--- src/rtl/bpgc_pkg.sv ---
package bpgc_pkg;

    // sizes of the button and subscriber tables
    localparam int BUTTONS     = 2;
    localparam int SUBSCRIBERS = 4;
    localparam int BTN_W       = 1;
    localparam int SLOT_W      = 2;
    localparam int TICK_W      = 16;

    // item kinds
    localparam logic KIND_PIN = 1'b0;
    localparam logic KIND_SUB = 1'b1;

    // reply kinds
    localparam logic [1:0] REPLY_GESTURE = 2'd0;
    localparam logic [1:0] REPLY_GRANT   = 2'd1;
    localparam logic [1:0] REPLY_FULL    = 2'd2;

    // gesture codes
    localparam logic GEST_SHORT = 1'b0;
    localparam logic GEST_LONG  = 1'b1;

    // configuration register indexes
    localparam logic [1:0] CFG_DEBOUNCE = 2'd0;
    localparam logic [1:0] CFG_SHORT    = 2'd1;
    localparam logic [1:0] CFG_LONG     = 2'd2;

    // register reset values
    localparam logic [TICK_W-1:0] DEBOUNCE_RST = 16'd10;
    localparam logic [TICK_W-1:0] SHORT_RST    = 16'd700;
    localparam logic [TICK_W-1:0] LONG_RST     = 16'd10000;

    typedef struct packed {
        logic              kind;
        logic [1:0]        pin_levels;
        logic [TICK_W-1:0] now_ticks;
        logic              button;
    } t_in;

    typedef struct packed {
        logic [1:0] reply_kind;
        logic [1:0] slot;
        logic       pressed_button;
        logic       gesture;
        logic       last;
    } t_out;

endpackage

--- src/rtl/button_press_gesture_classifier_top.sv ---
// Button short / long press classifier.
// Input channel (i_in_valid / o_in_stall / i_in_data) takes pin samples and
// subscribe requests; a beat is taken when valid is high and stall is low.
// Output channel (o_out_valid / i_out_stall / o_out_data) carries replies:
// gesture notifications, subscription grants and table-full replies. The
// last flag marks the final reply caused by one input beat.
// Configuration: i_cfg_we with i_cfg_index / i_cfg_data writes debounce,
// short and long limits; write only while the block is idle.
// One input beat at a time: the input stays stalled until the sequencer is
// idle again. A pin sample checks each button in turn; for each released
// button the hold time is taken and compared with the limits (hold subtract
// and limit compares all run on one shared 17-bit subtractor), and each
// button with a gesture gets a scan of all subscriber slots.
// A stalled output holds its beat; the scan waits when a new reply is ready
// and the output register is still full, so nothing is lost.
// Reset (synchronous, active low) restores the limits to 10/700/10000,
// marks all buttons released and frees every subscriber slot.
module button_press_gesture_classifier_top (
    input  logic                i_clk,
    input  logic                i_rst_n,
    input  logic                i_in_valid,
    output logic                o_in_stall,
    input  bpgc_pkg::t_in       i_in_data,
    output logic                o_out_valid,
    input  logic                i_out_stall,
    output bpgc_pkg::t_out      o_out_data,
    input  logic                i_cfg_we,
    input  logic [1:0]          i_cfg_index,
    input  logic [15:0]         i_cfg_data
);

    localparam logic [3:0] S_IDLE  = 4'd0;
    localparam logic [3:0] S_SUB   = 4'd1;
    localparam logic [3:0] S_BTN   = 4'd2;
    localparam logic [3:0] S_HELD  = 4'd3;
    localparam logic [3:0] S_DEB   = 4'd4;
    localparam logic [3:0] S_SHORT = 4'd5;
    localparam logic [3:0] S_LONG  = 4'd6;
    localparam logic [3:0] S_SCAN  = 4'd7;
    localparam logic [3:0] S_FLUSH = 4'd8;

    localparam logic [bpgc_pkg::BTN_W-1:0]  LAST_BTN =
        bpgc_pkg::BTN_W'(bpgc_pkg::BUTTONS - 1);
    localparam logic [bpgc_pkg::SLOT_W-1:0] LAST_SLOT =
        bpgc_pkg::SLOT_W'(bpgc_pkg::SUBSCRIBERS - 1);

    logic [3:0]                           r_state;
    logic [bpgc_pkg::TICK_W-1:0]          r_debounce;
    logic [bpgc_pkg::TICK_W-1:0]          r_short;
    logic [bpgc_pkg::TICK_W-1:0]          r_long;
    logic [bpgc_pkg::BUTTONS-1:0]         r_last_levels;
    logic [bpgc_pkg::BUTTONS-1:0]         r_levels;
    logic [bpgc_pkg::BUTTONS-1:0]         r_changed;
    logic [bpgc_pkg::TICK_W-1:0]          r_now;
    logic                                 r_want;
    logic [bpgc_pkg::TICK_W-1:0]          r_press_time [bpgc_pkg::BUTTONS];
    logic [bpgc_pkg::SUBSCRIBERS-1:0]     r_sub_valid;
    logic [bpgc_pkg::BTN_W-1:0]           r_sub_button [bpgc_pkg::SUBSCRIBERS];
    logic [bpgc_pkg::BTN_W-1:0]           r_b;
    logic [bpgc_pkg::SLOT_W-1:0]          r_s;
    logic [bpgc_pkg::TICK_W-1:0]          r_held;
    logic                                 r_gest;
    logic                                 r_pend_valid;
    bpgc_pkg::t_out                       r_pend;
    logic                                 r_out_valid;
    bpgc_pkg::t_out                       r_out;

    logic                                 in_take;
    logic                                 out_free;
    logic                                 out_load;
    logic [bpgc_pkg::TICK_W-1:0]          alu_a;
    logic [bpgc_pkg::TICK_W-1:0]          alu_b;
    logic [bpgc_pkg::TICK_W:0]            alu_diff;
    logic                                 alu_borrow;
    logic                                 free_found;
    logic [bpgc_pkg::SLOT_W-1:0]          free_slot;
    logic                                 slot_match;
    logic                                 press_we;

    assign in_take    = i_in_valid && !o_in_stall;
    assign out_free   = !r_out_valid || !i_out_stall;
    assign o_in_stall = (r_state != S_IDLE);
    assign o_out_valid = r_out_valid;
    assign o_out_data  = r_out;

    // shared subtractor: hold time and the three limit compares
    always_comb begin
        alu_a = r_now;
        alu_b = r_press_time[r_b];
        unique case (r_state)
            S_DEB: begin
                alu_a = r_held;
                alu_b = r_debounce;
            end
            S_SHORT: begin
                alu_a = r_short;
                alu_b = r_held;
            end
            S_LONG: begin
                alu_a = r_long;
                alu_b = r_held;
            end
            default: begin
                alu_a = r_now;
                alu_b = r_press_time[r_b];
            end
        endcase
    end

    assign alu_diff   = {1'b0, alu_a} - {1'b0, alu_b};
    assign alu_borrow = alu_diff[bpgc_pkg::TICK_W];

    // lowest free subscriber slot
    always_comb begin
        free_found = 1'b0;
        free_slot  = '0;
        for (int i = bpgc_pkg::SUBSCRIBERS - 1; i >= 0; i--) begin
            if (!r_sub_valid[i]) begin
                free_found = 1'b1;
                free_slot  = bpgc_pkg::SLOT_W'(i);
            end
        end
    end

    assign slot_match = r_sub_valid[r_s] && (r_sub_button[r_s] == r_b);
    assign press_we   = (r_state == S_BTN) && r_changed[r_b] && !r_levels[r_b];

    // sequencer loads a new output beat
    assign out_load = out_free && ((r_state == S_SUB) ||
                                   (r_state == S_SCAN && slot_match && r_pend_valid) ||
                                   (r_state == S_FLUSH && r_pend_valid));

    // press timestamps, no reset
    always_ff @(posedge i_clk) begin
        if (press_we) begin
            r_press_time[r_b] <= r_now;
        end
    end

    // configuration registers
    always_ff @(posedge i_clk) begin
        if (!i_rst_n) begin
            r_debounce <= bpgc_pkg::DEBOUNCE_RST;
            r_short    <= bpgc_pkg::SHORT_RST;
            r_long     <= bpgc_pkg::LONG_RST;
        end else if (i_cfg_we) begin
            unique case (i_cfg_index)
                bpgc_pkg::CFG_DEBOUNCE: r_debounce <= i_cfg_data;
                bpgc_pkg::CFG_SHORT:    r_short    <= i_cfg_data;
                bpgc_pkg::CFG_LONG:     r_long     <= i_cfg_data;
                default: ;
            endcase
        end
    end

    // sequencer, subscriber table and output register
    always_ff @(posedge i_clk) begin
        if (!i_rst_n) begin
            r_state       <= S_IDLE;
            r_last_levels <= '1;
            r_sub_valid   <= '0;
            for (int i = 0; i < bpgc_pkg::SUBSCRIBERS; i++) begin
                r_sub_button[i] <= '0;
            end
            r_b           <= '0;
            r_s           <= '0;
            r_pend_valid  <= 1'b0;
            r_out_valid   <= 1'b0;
        end else begin
            // output beat: loaded by the sequencer, leaves when taken
            if (out_load) begin
                r_out_valid <= 1'b1;
            end else if (r_out_valid && !i_out_stall) begin
                r_out_valid <= 1'b0;
            end

            unique case (r_state)
                S_IDLE: begin
                    if (in_take) begin
                        r_now  <= i_in_data.now_ticks;
                        r_want <= i_in_data.button;
                        r_b    <= '0;
                        r_s    <= '0;
                        if (i_in_data.kind == bpgc_pkg::KIND_SUB) begin
                            r_state <= S_SUB;
                        end else begin
                            r_levels      <= i_in_data.pin_levels;
                            r_changed     <= i_in_data.pin_levels ^ r_last_levels;
                            r_last_levels <= i_in_data.pin_levels;
                            r_state       <= S_BTN;
                        end
                    end
                end

                S_SUB: begin
                    if (out_free) begin
                        r_out.pressed_button   <= 1'b0;
                        r_out.gesture          <= bpgc_pkg::GEST_SHORT;
                        r_out.last             <= 1'b1;
                        if (free_found) begin
                            r_sub_valid[free_slot]  <= 1'b1;
                            r_sub_button[free_slot] <= r_want;
                            r_out.reply_kind        <= bpgc_pkg::REPLY_GRANT;
                            r_out.slot              <= free_slot;
                        end else begin
                            r_out.reply_kind <= bpgc_pkg::REPLY_FULL;
                            r_out.slot       <= '0;
                        end
                        r_state <= S_IDLE;
                    end
                end

                S_BTN: begin
                    if (r_changed[r_b] && r_levels[r_b]) begin
                        r_state <= S_HELD;
                    end else if (r_b == LAST_BTN) begin
                        r_state <= S_FLUSH;
                    end else begin
                        r_b <= r_b + 1'b1;
                    end
                end

                S_HELD: begin
                    r_held  <= alu_diff[bpgc_pkg::TICK_W-1:0];
                    r_state <= S_DEB;
                end

                S_DEB: begin
                    if (!alu_borrow) begin
                        r_state <= S_SHORT;
                    end else if (r_b == LAST_BTN) begin
                        r_state <= S_FLUSH;
                    end else begin
                        r_b     <= r_b + 1'b1;
                        r_state <= S_BTN;
                    end
                end

                S_SHORT: begin
                    if (!alu_borrow) begin
                        r_gest  <= bpgc_pkg::GEST_SHORT;
                        r_s     <= '0;
                        r_state <= S_SCAN;
                    end else begin
                        r_state <= S_LONG;
                    end
                end

                S_LONG: begin
                    if (!alu_borrow) begin
                        r_gest  <= bpgc_pkg::GEST_LONG;
                        r_s     <= '0;
                        r_state <= S_SCAN;
                    end else if (r_b == LAST_BTN) begin
                        r_state <= S_FLUSH;
                    end else begin
                        r_b     <= r_b + 1'b1;
                        r_state <= S_BTN;
                    end
                end

                S_SCAN: begin
                    // a match waits while an older reply cannot move out
                    if (!(slot_match && r_pend_valid && !out_free)) begin
                        if (slot_match) begin
                            if (r_pend_valid) begin
                                r_out <= r_pend;
                            end
                            r_pend_valid              <= 1'b1;
                            r_pend.reply_kind         <= bpgc_pkg::REPLY_GESTURE;
                            r_pend.slot               <= r_s;
                            r_pend.pressed_button     <= r_b;
                            r_pend.gesture            <= r_gest;
                            r_pend.last               <= 1'b0;
                            r_sub_valid[r_s]          <= 1'b0;
                        end
                        if (r_s == LAST_SLOT) begin
                            r_s <= '0;
                            if (r_b == LAST_BTN) begin
                                r_state <= S_FLUSH;
                            end else begin
                                r_b     <= r_b + 1'b1;
                                r_state <= S_BTN;
                            end
                        end else begin
                            r_s <= r_s + bpgc_pkg::SLOT_W'(1);
                        end
                    end
                end

                S_FLUSH: begin
                    if (!r_pend_valid) begin
                        r_state <= S_IDLE;
                    end else if (out_free) begin
                        r_out.reply_kind     <= r_pend.reply_kind;
                        r_out.slot           <= r_pend.slot;
                        r_out.pressed_button <= r_pend.pressed_button;
                        r_out.gesture        <= r_pend.gesture;
                        r_out.last           <= 1'b1;
                        r_pend_valid         <= 1'b0;
                        r_state              <= S_IDLE;
                    end
                end

                default: begin
                    r_state <= S_IDLE;
                end
            endcase
        end
    end

    // an accepted beat keeps the input stalled in the next cycle
    a_busy_after_take: assert property (@(posedge i_clk) disable iff (!i_rst_n)
        in_take |=> o_in_stall)
        else $error("input not stalled after an accepted beat");

    // no reply is held back once the sequencer is idle
    a_no_pend_idle: assert property (@(posedge i_clk) disable iff (!i_rst_n)
        (r_state == S_IDLE) |-> !r_pend_valid)
        else $error("pending reply left behind in idle");

    // a reply still waiting while idle is the final one of its item
    a_idle_last: assert property (@(posedge i_clk) disable iff (!i_rst_n)
        (r_state == S_IDLE && r_out_valid) |-> r_out.last)
        else $error("non-final reply waiting while idle");

    // a gesture reply names a slot whose subscription is gone
    a_gesture_frees: assert property (@(posedge i_clk) disable iff (!i_rst_n)
        (r_state == S_SCAN && slot_match && !(r_pend_valid && !out_free))
        |=> !r_sub_valid[$past(r_s)])
        else $error("notified slot still subscribed");

    // reset leaves the sequencer idle with no output beat
    a_reset_clear: assert property (@(posedge i_clk)
        !i_rst_n |=> (r_state == S_IDLE && !r_out_valid))
        else $error("state not cleared by reset");

endmodule
--- config.mk ---
export PLATFORM = sky130hd
export DESIGN_NAME = button_press_gesture_classifier_top
export DESIGN_NICKNAME = d
export VERILOG_FILES = /design/src/rtl/bpgc_pkg.sv /design/src/rtl/button_press_gesture_classifier_top.sv
export SDC_FILE = /design/constraint.sdc
export NUM_CORES = 1
export LEC_CHECK = 0
export ABC_AREA = 1
export ABC_CLOCK_PERIOD_IN_PS = 5800
export BUFFER_PORTS_ARGS = -buffer_cell sky130_fd_sc_hd__buf_2
export CAP_MARGIN = 20
export CORE_MARGIN = 5
export CORE_UTILIZATION = 25
export CTS_BUF_LIST = sky130_fd_sc_hd__clkbuf_4
export DETAILED_ROUTE_END_ITERATION = 12
export SLEW_MARGIN = 20
export SYNTH_ARGS = -nofsm -noshare
export SYNTH_HDL_FRONTEND = slang
export SYNTH_SLANG_ARGS = --single-unit
--- constraint.sdc ---
create_clock -name i_clk -period 5.8 [get_ports i_clk]
set_input_delay 0.29 -clock i_clk [delete_from_list [all_inputs] [get_ports i_clk]]
set_output_delay 0.29 -clock i_clk [all_outputs]
set_load 0.01 [all_outputs]
==> summary.txt, run 1 <==
Pwr
  • Switch Pwr: between 800 and 900 uW
  • Internal power summed over all cells: about 1700 uW
  • Power density relative to cell area: slightly below 300 nW/um^2
  • Net Sw Frac: 0.340
  • Leakage power of the design: between 0.003 and 0.004 uW
  • Clock network fraction of design power: 0.282
  • Sequential Power Share: 0.505
  • Combinational cell fraction of total power: 0.214
  • Maximum ir drop on the vdd rail: around 0.18 mV

STA
  • Setup tns final: 0 ps
  • Count of pins over their slew limit: 0
  • Slew HR: 0.330
  • Share of the clock period used by the worst path after layout: 0.600
  • Post-route clock skew: 36.2 ps
  • Measured slew at the worst slew-check pin: between 1000 and 1500 ps
  • Final Critical Period: 3480 ps
  • Setup violators final: 0
  • Final hold violations: 0
  • Unrepaired setup endpoints after global routing: no
  • Peak Freq: between 200 and 300 MHz
  • Worst path setup slack after routing: 2320 ps

Detailed routing
  • DRC errors left: 0
  • Count of TritonRoute iterations in the first routing pass: 5
  • Antenna violation net count after detailed routing: 0
  • Iteration-0 DRC Markers: 456
  • Detailed Route WL: ~18,000 microns
  • Wire per inst: about 14 microns
  • Total via count after detailed routing: 5,821
  • Vias per std cell: about 4.5

Die
  • Initial Utilization: 0.253
  • Floorplan die height: approximately 180 microns
  • Horizontal die dimension: about 180 microns
  • Area of the die: about 32,000 sq um
  • Cell Rows: 62
  • Core outline area: 28,600 sq um
  • Count of pins on the block boundary: 52

Critical path
  • Biggest cell delay along the critical path: about 500 ps
  • Worst reg-to-reg setup slack: roughly 2300 ps
  • WP data arrival: roughly 4000 ps
  • Master of the slowest instance on the critical path: dfxtp_1
  • Crit. End Element: flip-flop
  • Maximum fanout encountered on the critical timing path: 36
  • Data required time of the worst path: approximately 6300 ps
  • Type of the worst setup path: flip-flop to flip-flop
  • Cell chain of the critical path: nand2_2 -> inv_1 -> nor2_1 -> buf_4 -> inv_2 -> o21ai_0 -> inv_1 -> ha_1 -> inv_1 -> fa_1 -> nand3_1 -> nand2_1 -> nand2_1 -> nand2_1 -> nand2_1 -> nand2_1 -> o21ai_2 -> nor2_2 -> nand2_1 -> nand2_1 -> nor2_1
  • Most common cell on crit path: nand2_1
  • Kind of launch point of the worst setup path: flip-flop

Synth
  • Post-synth top area share: 0.340
  • Nets in the synthesized netlist: between 800 and 900
  • #FFs+latches synth: 151
  • Count of different cell masters after synthesis: 45
  • Count of warnings emitted by yosys: 0
  • Netlist area before placement: 7230 sq um
  • Post-synthesis cell type with the largest combined area: edfxtp_1
  • Post-Synthesis Mean Instance Area: 8.90 sq um
  • Cells after synthesis: between 800 and 900
  • Synth area leaders: edfxtp_1 (34%), dfxtp_1 (19%), nand2_1 (9.4%)
  • Sequential cell area fraction in the yosys report: 0.531

Layout
  • Area added between synthesis and finish: 18.5%
  • Final-stage net count: just under 1,000
  • Fraction of layout instances using a drive strength above 1: 0.144

CTS
  • Maximum count of clock buffers along a single path: 2
  • Clock latency of the later-clocked register in the worst-skew pair: approximately 600 ps
  • CTS Root Buffer Type: clkbuf_4
  • Sink count of the clock tree: 151
  • Clock-pin slew reported for the worst setup and hold paths after clock tree synthesis: 150 ps
  • Setup fix buffers added after clock tree synthesis: 0
  • TritonCTS Buffers: 17
  • Clock tree from TritonCTS: done
  • Number of H-tree levels: 4

GRT
  • First-pass GRT wire length: between 20,000 and 30,000 microns
  • Final global-route overflow total: 0
  • Vias in the first global route: between 5,000 and 6,000
  • Maximum number of pins on one net before global-route repair: 63
  • Initial antenna violation count: 1
  • Total routing usage reported by global routing: 0.114

Run status
  • Outcome: finished clean

Min path
  • Class of the worst hold path: primary input to flip-flop

Placement
  • Final GP Congestion: roughly 0.88
  • DP Worst Slack: between 2000 and 2500 ps
  • Half-perimeter wire length after detailed placement: around 14,000 microns
  • PortBufs: 51

Flow run
  • Max Cap Viol: 0
==> worst max-delay path: cells and delay by family, from the launching register on <==
| family | cells | cell delay (ps) |
|---|---|---|
| adder cells (fa/ha/maj) | 2 | 530 |
| buffers and inverters | 5 | 890 |
| AO/OA/AOI/OAI | 2 | 340 |
| flip-flops | 1 | 510 |
| AND/OR/NAND/NOR | 12 | 1140 |
==> area by class of cell <==
type | instances | area (sq um)
antenna | 1 | 2.50
clock buffer | 17 | 128
clock inverter | 15 | 183
fill | 3024 | 20100
inverter | 80 | 303
multi-input combinational | 555 | 2970
sequential | 151 | 3840
tap | 384 | 480
timing repair buffer | 93 | 658
==> Yosys cell counts (all sizes together) <==
| cell | count |
|---|---|
| o31ai | 3 |
| fa | 1 |
| o21a | 1 |
| a21oi | 41 |
| nor2 | 115 |
| a221oi | 5 |
| nand3 | 37 |
| xnor2 | 5 |
| ha | 20 |
| inv | 80 |
| mux2i | 8 |
| o2bb2ai | 5 |
| edfxtp | 82 |
| dfxtp | 69 |
| nand2 | 183 |
| and2 | 1 |
| buf | 9 |
| clkbuf | 18 |
| mux2 | 7 |
| a21o | 1 |
| a32o | 1 |
| o21ai | 62 |
| a31oi | 3 |
| a41oi | 4 |
| o211ai | 5 |
| o21bai | 2 |
| a211oi | 1 |
| o2111ai | 10 |
| o22ai | 11 |
| nand4 | 4 |
| xor2 | 11 |
| a22oi | 1 |
| nor3 | 7 |
==> logic make-up after synthesis <==
logic type | synth area share
adder cells (fa/ha/maj) | 0.0374
multiplexers | 0.0220
flip-flops | 0.531
AND/OR/NAND/NOR | 0.203
AO/OA/AOI/OAI | 0.129
XOR/XNOR | 0.0194
buffers and inverters | 0.0581
==> sequential cells by signal (all words and copies together) (netlist names), named ones only <==
name           flops
r_state            4
r_sub_button       4
r_debounce        16
r_pend_valid       1
r_pend             4
r_want             1
r_levels           2
r_now             16
r_gest             1
r_changed          2
r_last_levels      2
o_out_data         7
r_sub_valid        4
r_long            16
r_press_time      32
r_b                1
r_short           16
o_out_valid        1
r_held            16
r_s                2
==> metal layers <==
metal	GRT usage	wire length, microns	up-vias
met5	0	0	-
met4	0.0390	400	0
met3	0.0268	946	27
met2	0.188	8840	164
met1	0.147	8310	2702
li1	-	-	2928
==> power by group through the flow <==
stage          Sequential (uW)  Clock, uW  Combinational (uW)
2_1_floorplan             1260          0                 395
3_3_place_gp              1290          0                 510
3_5_place_dp              1290          0                 513
4_1_cts                   1270        727                 537
5_1_grt                   1280        770                 608
6_report                  1270        708                 536
==> path summary, 6_finish.rpt <==
| kind | cells after the start | endpoint | startpoint |
|---|---|---|---|
| setup / recovery | 21 | r_s[1]$_SDFFE_PN0P_ | r_state[0]$_SDFFE_PN0P_ |
| hold / removal | 4 | r_last_levels[0]$_SDFFE_PN1P_ | i_in_data[19] |
| setup reg to reg | 21 | r_s[1]$_SDFFE_PN0P_ | r_state[0]$_SDFFE_PN0P_ |
| hold reg to reg | 0 | r_pend[1]$_DFFE_PP_ | r_gest$_DFFE_PP_ |
==> cell usage in the layout, fill, tap and decap left out, types with 4 or more instances in the layout <==
cell type / netlist / layout
a21oi_1: 41 / 41
a221oi_1: 5 / 5
a41oi_1: 4 / 4
buf_2: 7 / 51
buf_4: 0 / 7
clkbuf_4: 0 / 17
dfxtp_1: 69 / 69
dlygate4sd3_1: 0 / 35
edfxtp_1: 82 / 82
ha_1: 20 / 20
inv_1: 64 / 64
inv_2: 15 / 15
inv_6: 0 / 4
inv_8: 0 / 4
mux2_2: 7 / 7
mux2i_1: 8 / 8
nand2_1: 181 / 181
nand3_1: 37 / 37
nor2_1: 104 / 103
nor2_2: 7 / 8
nor3_1: 6 / 6
o2111ai_1: 10 / 10
o211ai_1: 5 / 5
o21ai_0: 53 / 53
o21ai_1: 8 / 8
o22ai_1: 11 / 11
o2bb2ai_1: 5 / 5
xnor2_1: 5 / 5
xor2_1: 11 / 11
==> timing repair <==
| item | in CTS | in global routing |
|---|---|---|
| endpoints found under the hold margin | 68 | 0 |
| hold buffers | 35 | 0 |
| resized for setup | 0 | 0 |
==> through the flow <==
step / utilization / hold slack [ps] / std cells / total power, uW / area (sq um)
after floorplan: - / 389 / 813 / 1660 / 7230
after global placement: 0.276 / 416 / 1228 / 1800 / 7910
after detailed placement: 0.276 / 421 / 1228 / 1800 / 7910
after CTS: 0.299 / 53.0 / 1295 / 2530 / 8570
after global routing: 0.299 / 81.4 / 1296 / 2650 / 8570
final: 0.299 / 106 / 1296 / 2510 / 8570
No activity file was read; power rests on OpenSTA's default activity.
==> inputs of run 2 (changes only) <==
ABC_AREA = 0   (was 1)
ABC_CLOCK_PERIOD_IN_PS = 2900   (was 5800)
clock period = 2.9 ns   (was 5.8 ns; I/O delays follow)
==> run 2 against run 1 <==
Net effect: the flow now finishes with violations (negative setup slack); clock skew fell by 16 ps; critical path depth fell by 7; wire length rose by 10%; fmax rose by 19%; critical path type unchanged; global-route usage rose by 0.61 points.
==> summary.txt, run 2 <==
Synth
  • Fraction of the mapped netlist area in compound gates: 0.163
  • Multiplexer share of the synthesized area: 0.0659
  • Share of synthesized registers carrying an async set or reset: 0
  • Netlist area before placement: around 7500 sq um
  • Adder-cell share of the synthesized area: 0.0359
  • Most used flip-flop cell after synthesis: edfxtp_1
  • Main combinational cell family by area after synthesis: simple AND/OR/NAND/NOR gates
  • Post-synthesis cell type with the largest combined area: edfxtp_1
  • Post-synth top area share: 0.327
  • Number of synthesized flops with an enable pin: between 80 and 90
  • Xor/xnor cell area share of the yosys netlist: 0.0185
  • Count of warnings emitted by yosys: 0
  • Synth area leaders: edfxtp_1 (33%), dfxtp_1 (18%), nand2_1 (6.9%)
  • Post-Synthesis Mean Instance Area: just under 10 sq um
  • Count of different cell masters after synthesis: 63
  • Synth top cells by count: nand2_1 (139), a21oi_1 (88), edfxtp_1 (82), dfxtp_1 (69), nor2_1 (49)
  • #FFs+latches synth: roughly 150
  • Simple-gate share of the synthesized area: 0.171
  • Sequential cell area fraction in the yosys report: 0.511
  • Cells after synthesis: just under 800
  • Nets in the synthesized netlist: approximately 840
  • Cell with the most instances after synthesis: nand2_1

Run status
  • Failing checks: negative setup slack
  • Outcome: finished, violations left

Layout
  • Non-filler instance count after layout: between 1,000 and 1,500
  • Fraction of layout instances using a drive strength above 1: 0.255
  • Flip-flop count of the largest register, all copies and words added: 32
  • Final core area utilization: 0.327
  • Final-stage net count: 975
  • Most frequent standard cell in the layout excluding fill and tap cells: nand2_1
  • Commonest cells after routing, fill and taps aside: nand2_1 (135), edfxtp_1 (82), a21oi_1 (80)
  • Largest Register: r_press_time
  • Total inserted antenna cells: 0
  • Area added between synthesis and finish: 28.7%

GRT
  • Initial antenna violation count: 0
  • Maximum number of pins on one net before global-route repair: 45
  • Final global-route overflow total: 0
  • Total routing usage reported by global routing: 0.120
  • Vias in the first global route: between 6,000 and 7,000
  • First-pass GRT wire length: between 30,000 and 40,000 microns

Pwr
  • Leakage power of the design: 0.00350 uW
  • Maximum ir drop on the vdd rail: 0.307 mV
  • Power density relative to cell area: a little over 500 nW/um^2

Detailed routing
  • Wire per inst: between 15 and 20 microns
  • Count of TritonRoute iterations in the first routing pass: 5
  • DRC errors left: 0
  • Iteration-0 DRC Markers: 414
  • Vias per std cell: between 4 and 5
  • Antenna violation net count after detailed routing: 0
  • Detailed Route WL: about 20,000 microns
  • Total via count after detailed routing: slightly above 6,000

Die
  • Initial Utilization: 0.254
  • Cell Rows: 63
  • Core outline area: between 20,000 and 30,000 sq um
  • Horizontal die dimension: about 180 microns
  • Floorplan die height: 183 microns
  • Area of the die: roughly 34,000 sq um
  • Count of pins on the block boundary: between 50 and 60

CTS
  • Number of H-tree levels: 4
  • Clock latency of the later-clocked register in the worst-skew pair: roughly 560 ps
  • CTS Root Buffer Type: clkbuf_4
  • Clock tree from TritonCTS: done
  • Clock-pin slew reported for the worst setup and hold paths after clock tree synthesis: about 140 ps
  • TritonCTS Buffers: 17
  • Maximum count of clock buffers along a single path: 2
  • Sink count of the clock tree: ~150

Placement
  • Half-perimeter wire length after detailed placement: 14,600 microns
  • Final GP Congestion: 0.886
  • PortBufs: between 50 and 60
  • DP Worst Slack: -125 ps
  • Placed insts: approximately 1,200

STA
  • Post-route clock skew: between 15 and 20 ps
  • Final Critical Period: 2920 ps
  • Measured slew at the worst slew-check pin: approximately 790 ps
  • Slew HR: 0.475
  • Final hold violations: 0
  • Peak Freq: 342 MHz
  • Count of pins over their slew limit: 0
  • Setup violators final: 3
  • Unrepaired setup endpoints after global routing: yes
  • Share of the clock period used by the worst path after layout: 1.01
  • Setup tns final: -41.3 ps
  • Worst path setup slack after routing: -21.4 ps

Min path
  • Class of the worst hold path: primary input to flip-flop
  • Worst min-delay path startpoint: i_cfg_index[0]

Flow run
  • Max Cap Viol: 0

Critical path
  • Master of the slowest instance on the critical path: dfxtp_4
  • Start of the worst register-to-register path: r_state[1]$_SDFFE_PN0P_
  • Biggest cell delay along the critical path: between 400 and 500 ps
  • Kind of launch point of the worst setup path: flip-flop
  • WP data arrival: ~3400 ps
  • Type of the worst setup path: flip-flop to flip-flop
  • Maximum fanout encountered on the critical timing path: 6
  • Data required time of the worst path: 3350 ps
  • Launching element of the worst setup path: r_state[1]$_SDFFE_PN0P_
  • Cell chain of the critical path: buf_6 -> nor2_4 -> buf_6 -> buf_4 -> nand2_1 -> a21oi_1 -> a21oi_1 -> ha_1 -> o211ai_1 -> o211ai_1 -> nand2_2 -> a21o_2 -> a311oi_1 -> a31oi_1
  • Crit. End Element: flip-flop
-- run 2: cell types whose count changed after synthesis, sizes merged, moves of 19 or more --
cell / before / now
nand2b: 0 / 20
nand2: 183 / 140
mux2i: 8 / 27
a21oi: 41 / 90
clkbuf: 18 / 39
nor2: 115 / 50
inv: 80 / 15
o21ai: 62 / 32
-- run 2: logic make-up after synthesis --
| logic type | count (synthesis) |
|---|---|
| DFF | 151 |
| adders and majority gates | 21 |
| and+or+nand+nor | 282 |
| xor gates and xnor gates | 15 |
| buffers and inverters | 65 |
| muxes | 45 |
| AOI/OAI and AO/OA | 196 |
-- run 2: repair_timing --
item / CTS / global route
setup buffers: 13 / 3
pin swaps: 7 / 4
resized for setup: 36 / 16
endpoints found under the hold margin: 79 / 0
hold buffers: 39 / 0
cloned: 0 / 1
endpoints found under the setup margin: 9 / 17
-- run 2: layout make-up --
| type | count | area (sq um) |
|---|---|---|
| fillers | 3126 | 20000 |
| flip-flops and latches | 151 | 3860 |
| multi-input cells | 559 | 3650 |
| repair buffers | 167 | 1330 |
| well taps | 390 | 488 |
| clock inverters | 15 | 174 |
| clock buffers | 17 | 128 |
| inverters | 15 | 56.3 |
-- run 2: path summary, 6_finish.rpt --
check	slack, ps	depth (start not counted)	endpoint
hold reg to reg	440	0	r_pend[1]$_DFFE_PP_
setup reg to reg	-20	14	r_state[1]$_SDFFE_PN0P_
setup / recovery	-20	14	r_state[1]$_SDFFE_PN0P_
hold / removal	120	5	r_debounce[12]$_SDFFE_PN0P_
-- run 2: routing by layer --
layer	track usage	wire length, microns
met1	0.149	8840
met2	0.211	10300
met3	0.0271	810
met4	0.0307	387
met5	0	0
-- run 2: critical path: cells and delay by family, from the launching register on --
| family | cells | cell delay [ps] |
|---|---|---|
| AND/OR/NAND/NOR | 3 | 380 |
| buffers and inverters | 3 | 410 |
| flip-flops | 1 | 410 |
| AO/OA/AOI/OAI | 7 | 1260 |
| adder cells (fa/ha/maj) | 1 | 340 |
-- run 2: power by group --
group	internal, uW	switching (uW)
combinational	517	590
clock	604	812
sequential	2370	71.7
-- run 2: per-stage QoR --
step                hold WS (ps)  total power, uW  cell area [sq um]
floorplan                    244             3100               7640
global placement             323             3440               8640
detailed placement           323             3450               8640
CTS                         76.8             4970               9580
global route                90.9             5210               9680
finish                       121             4960               9680
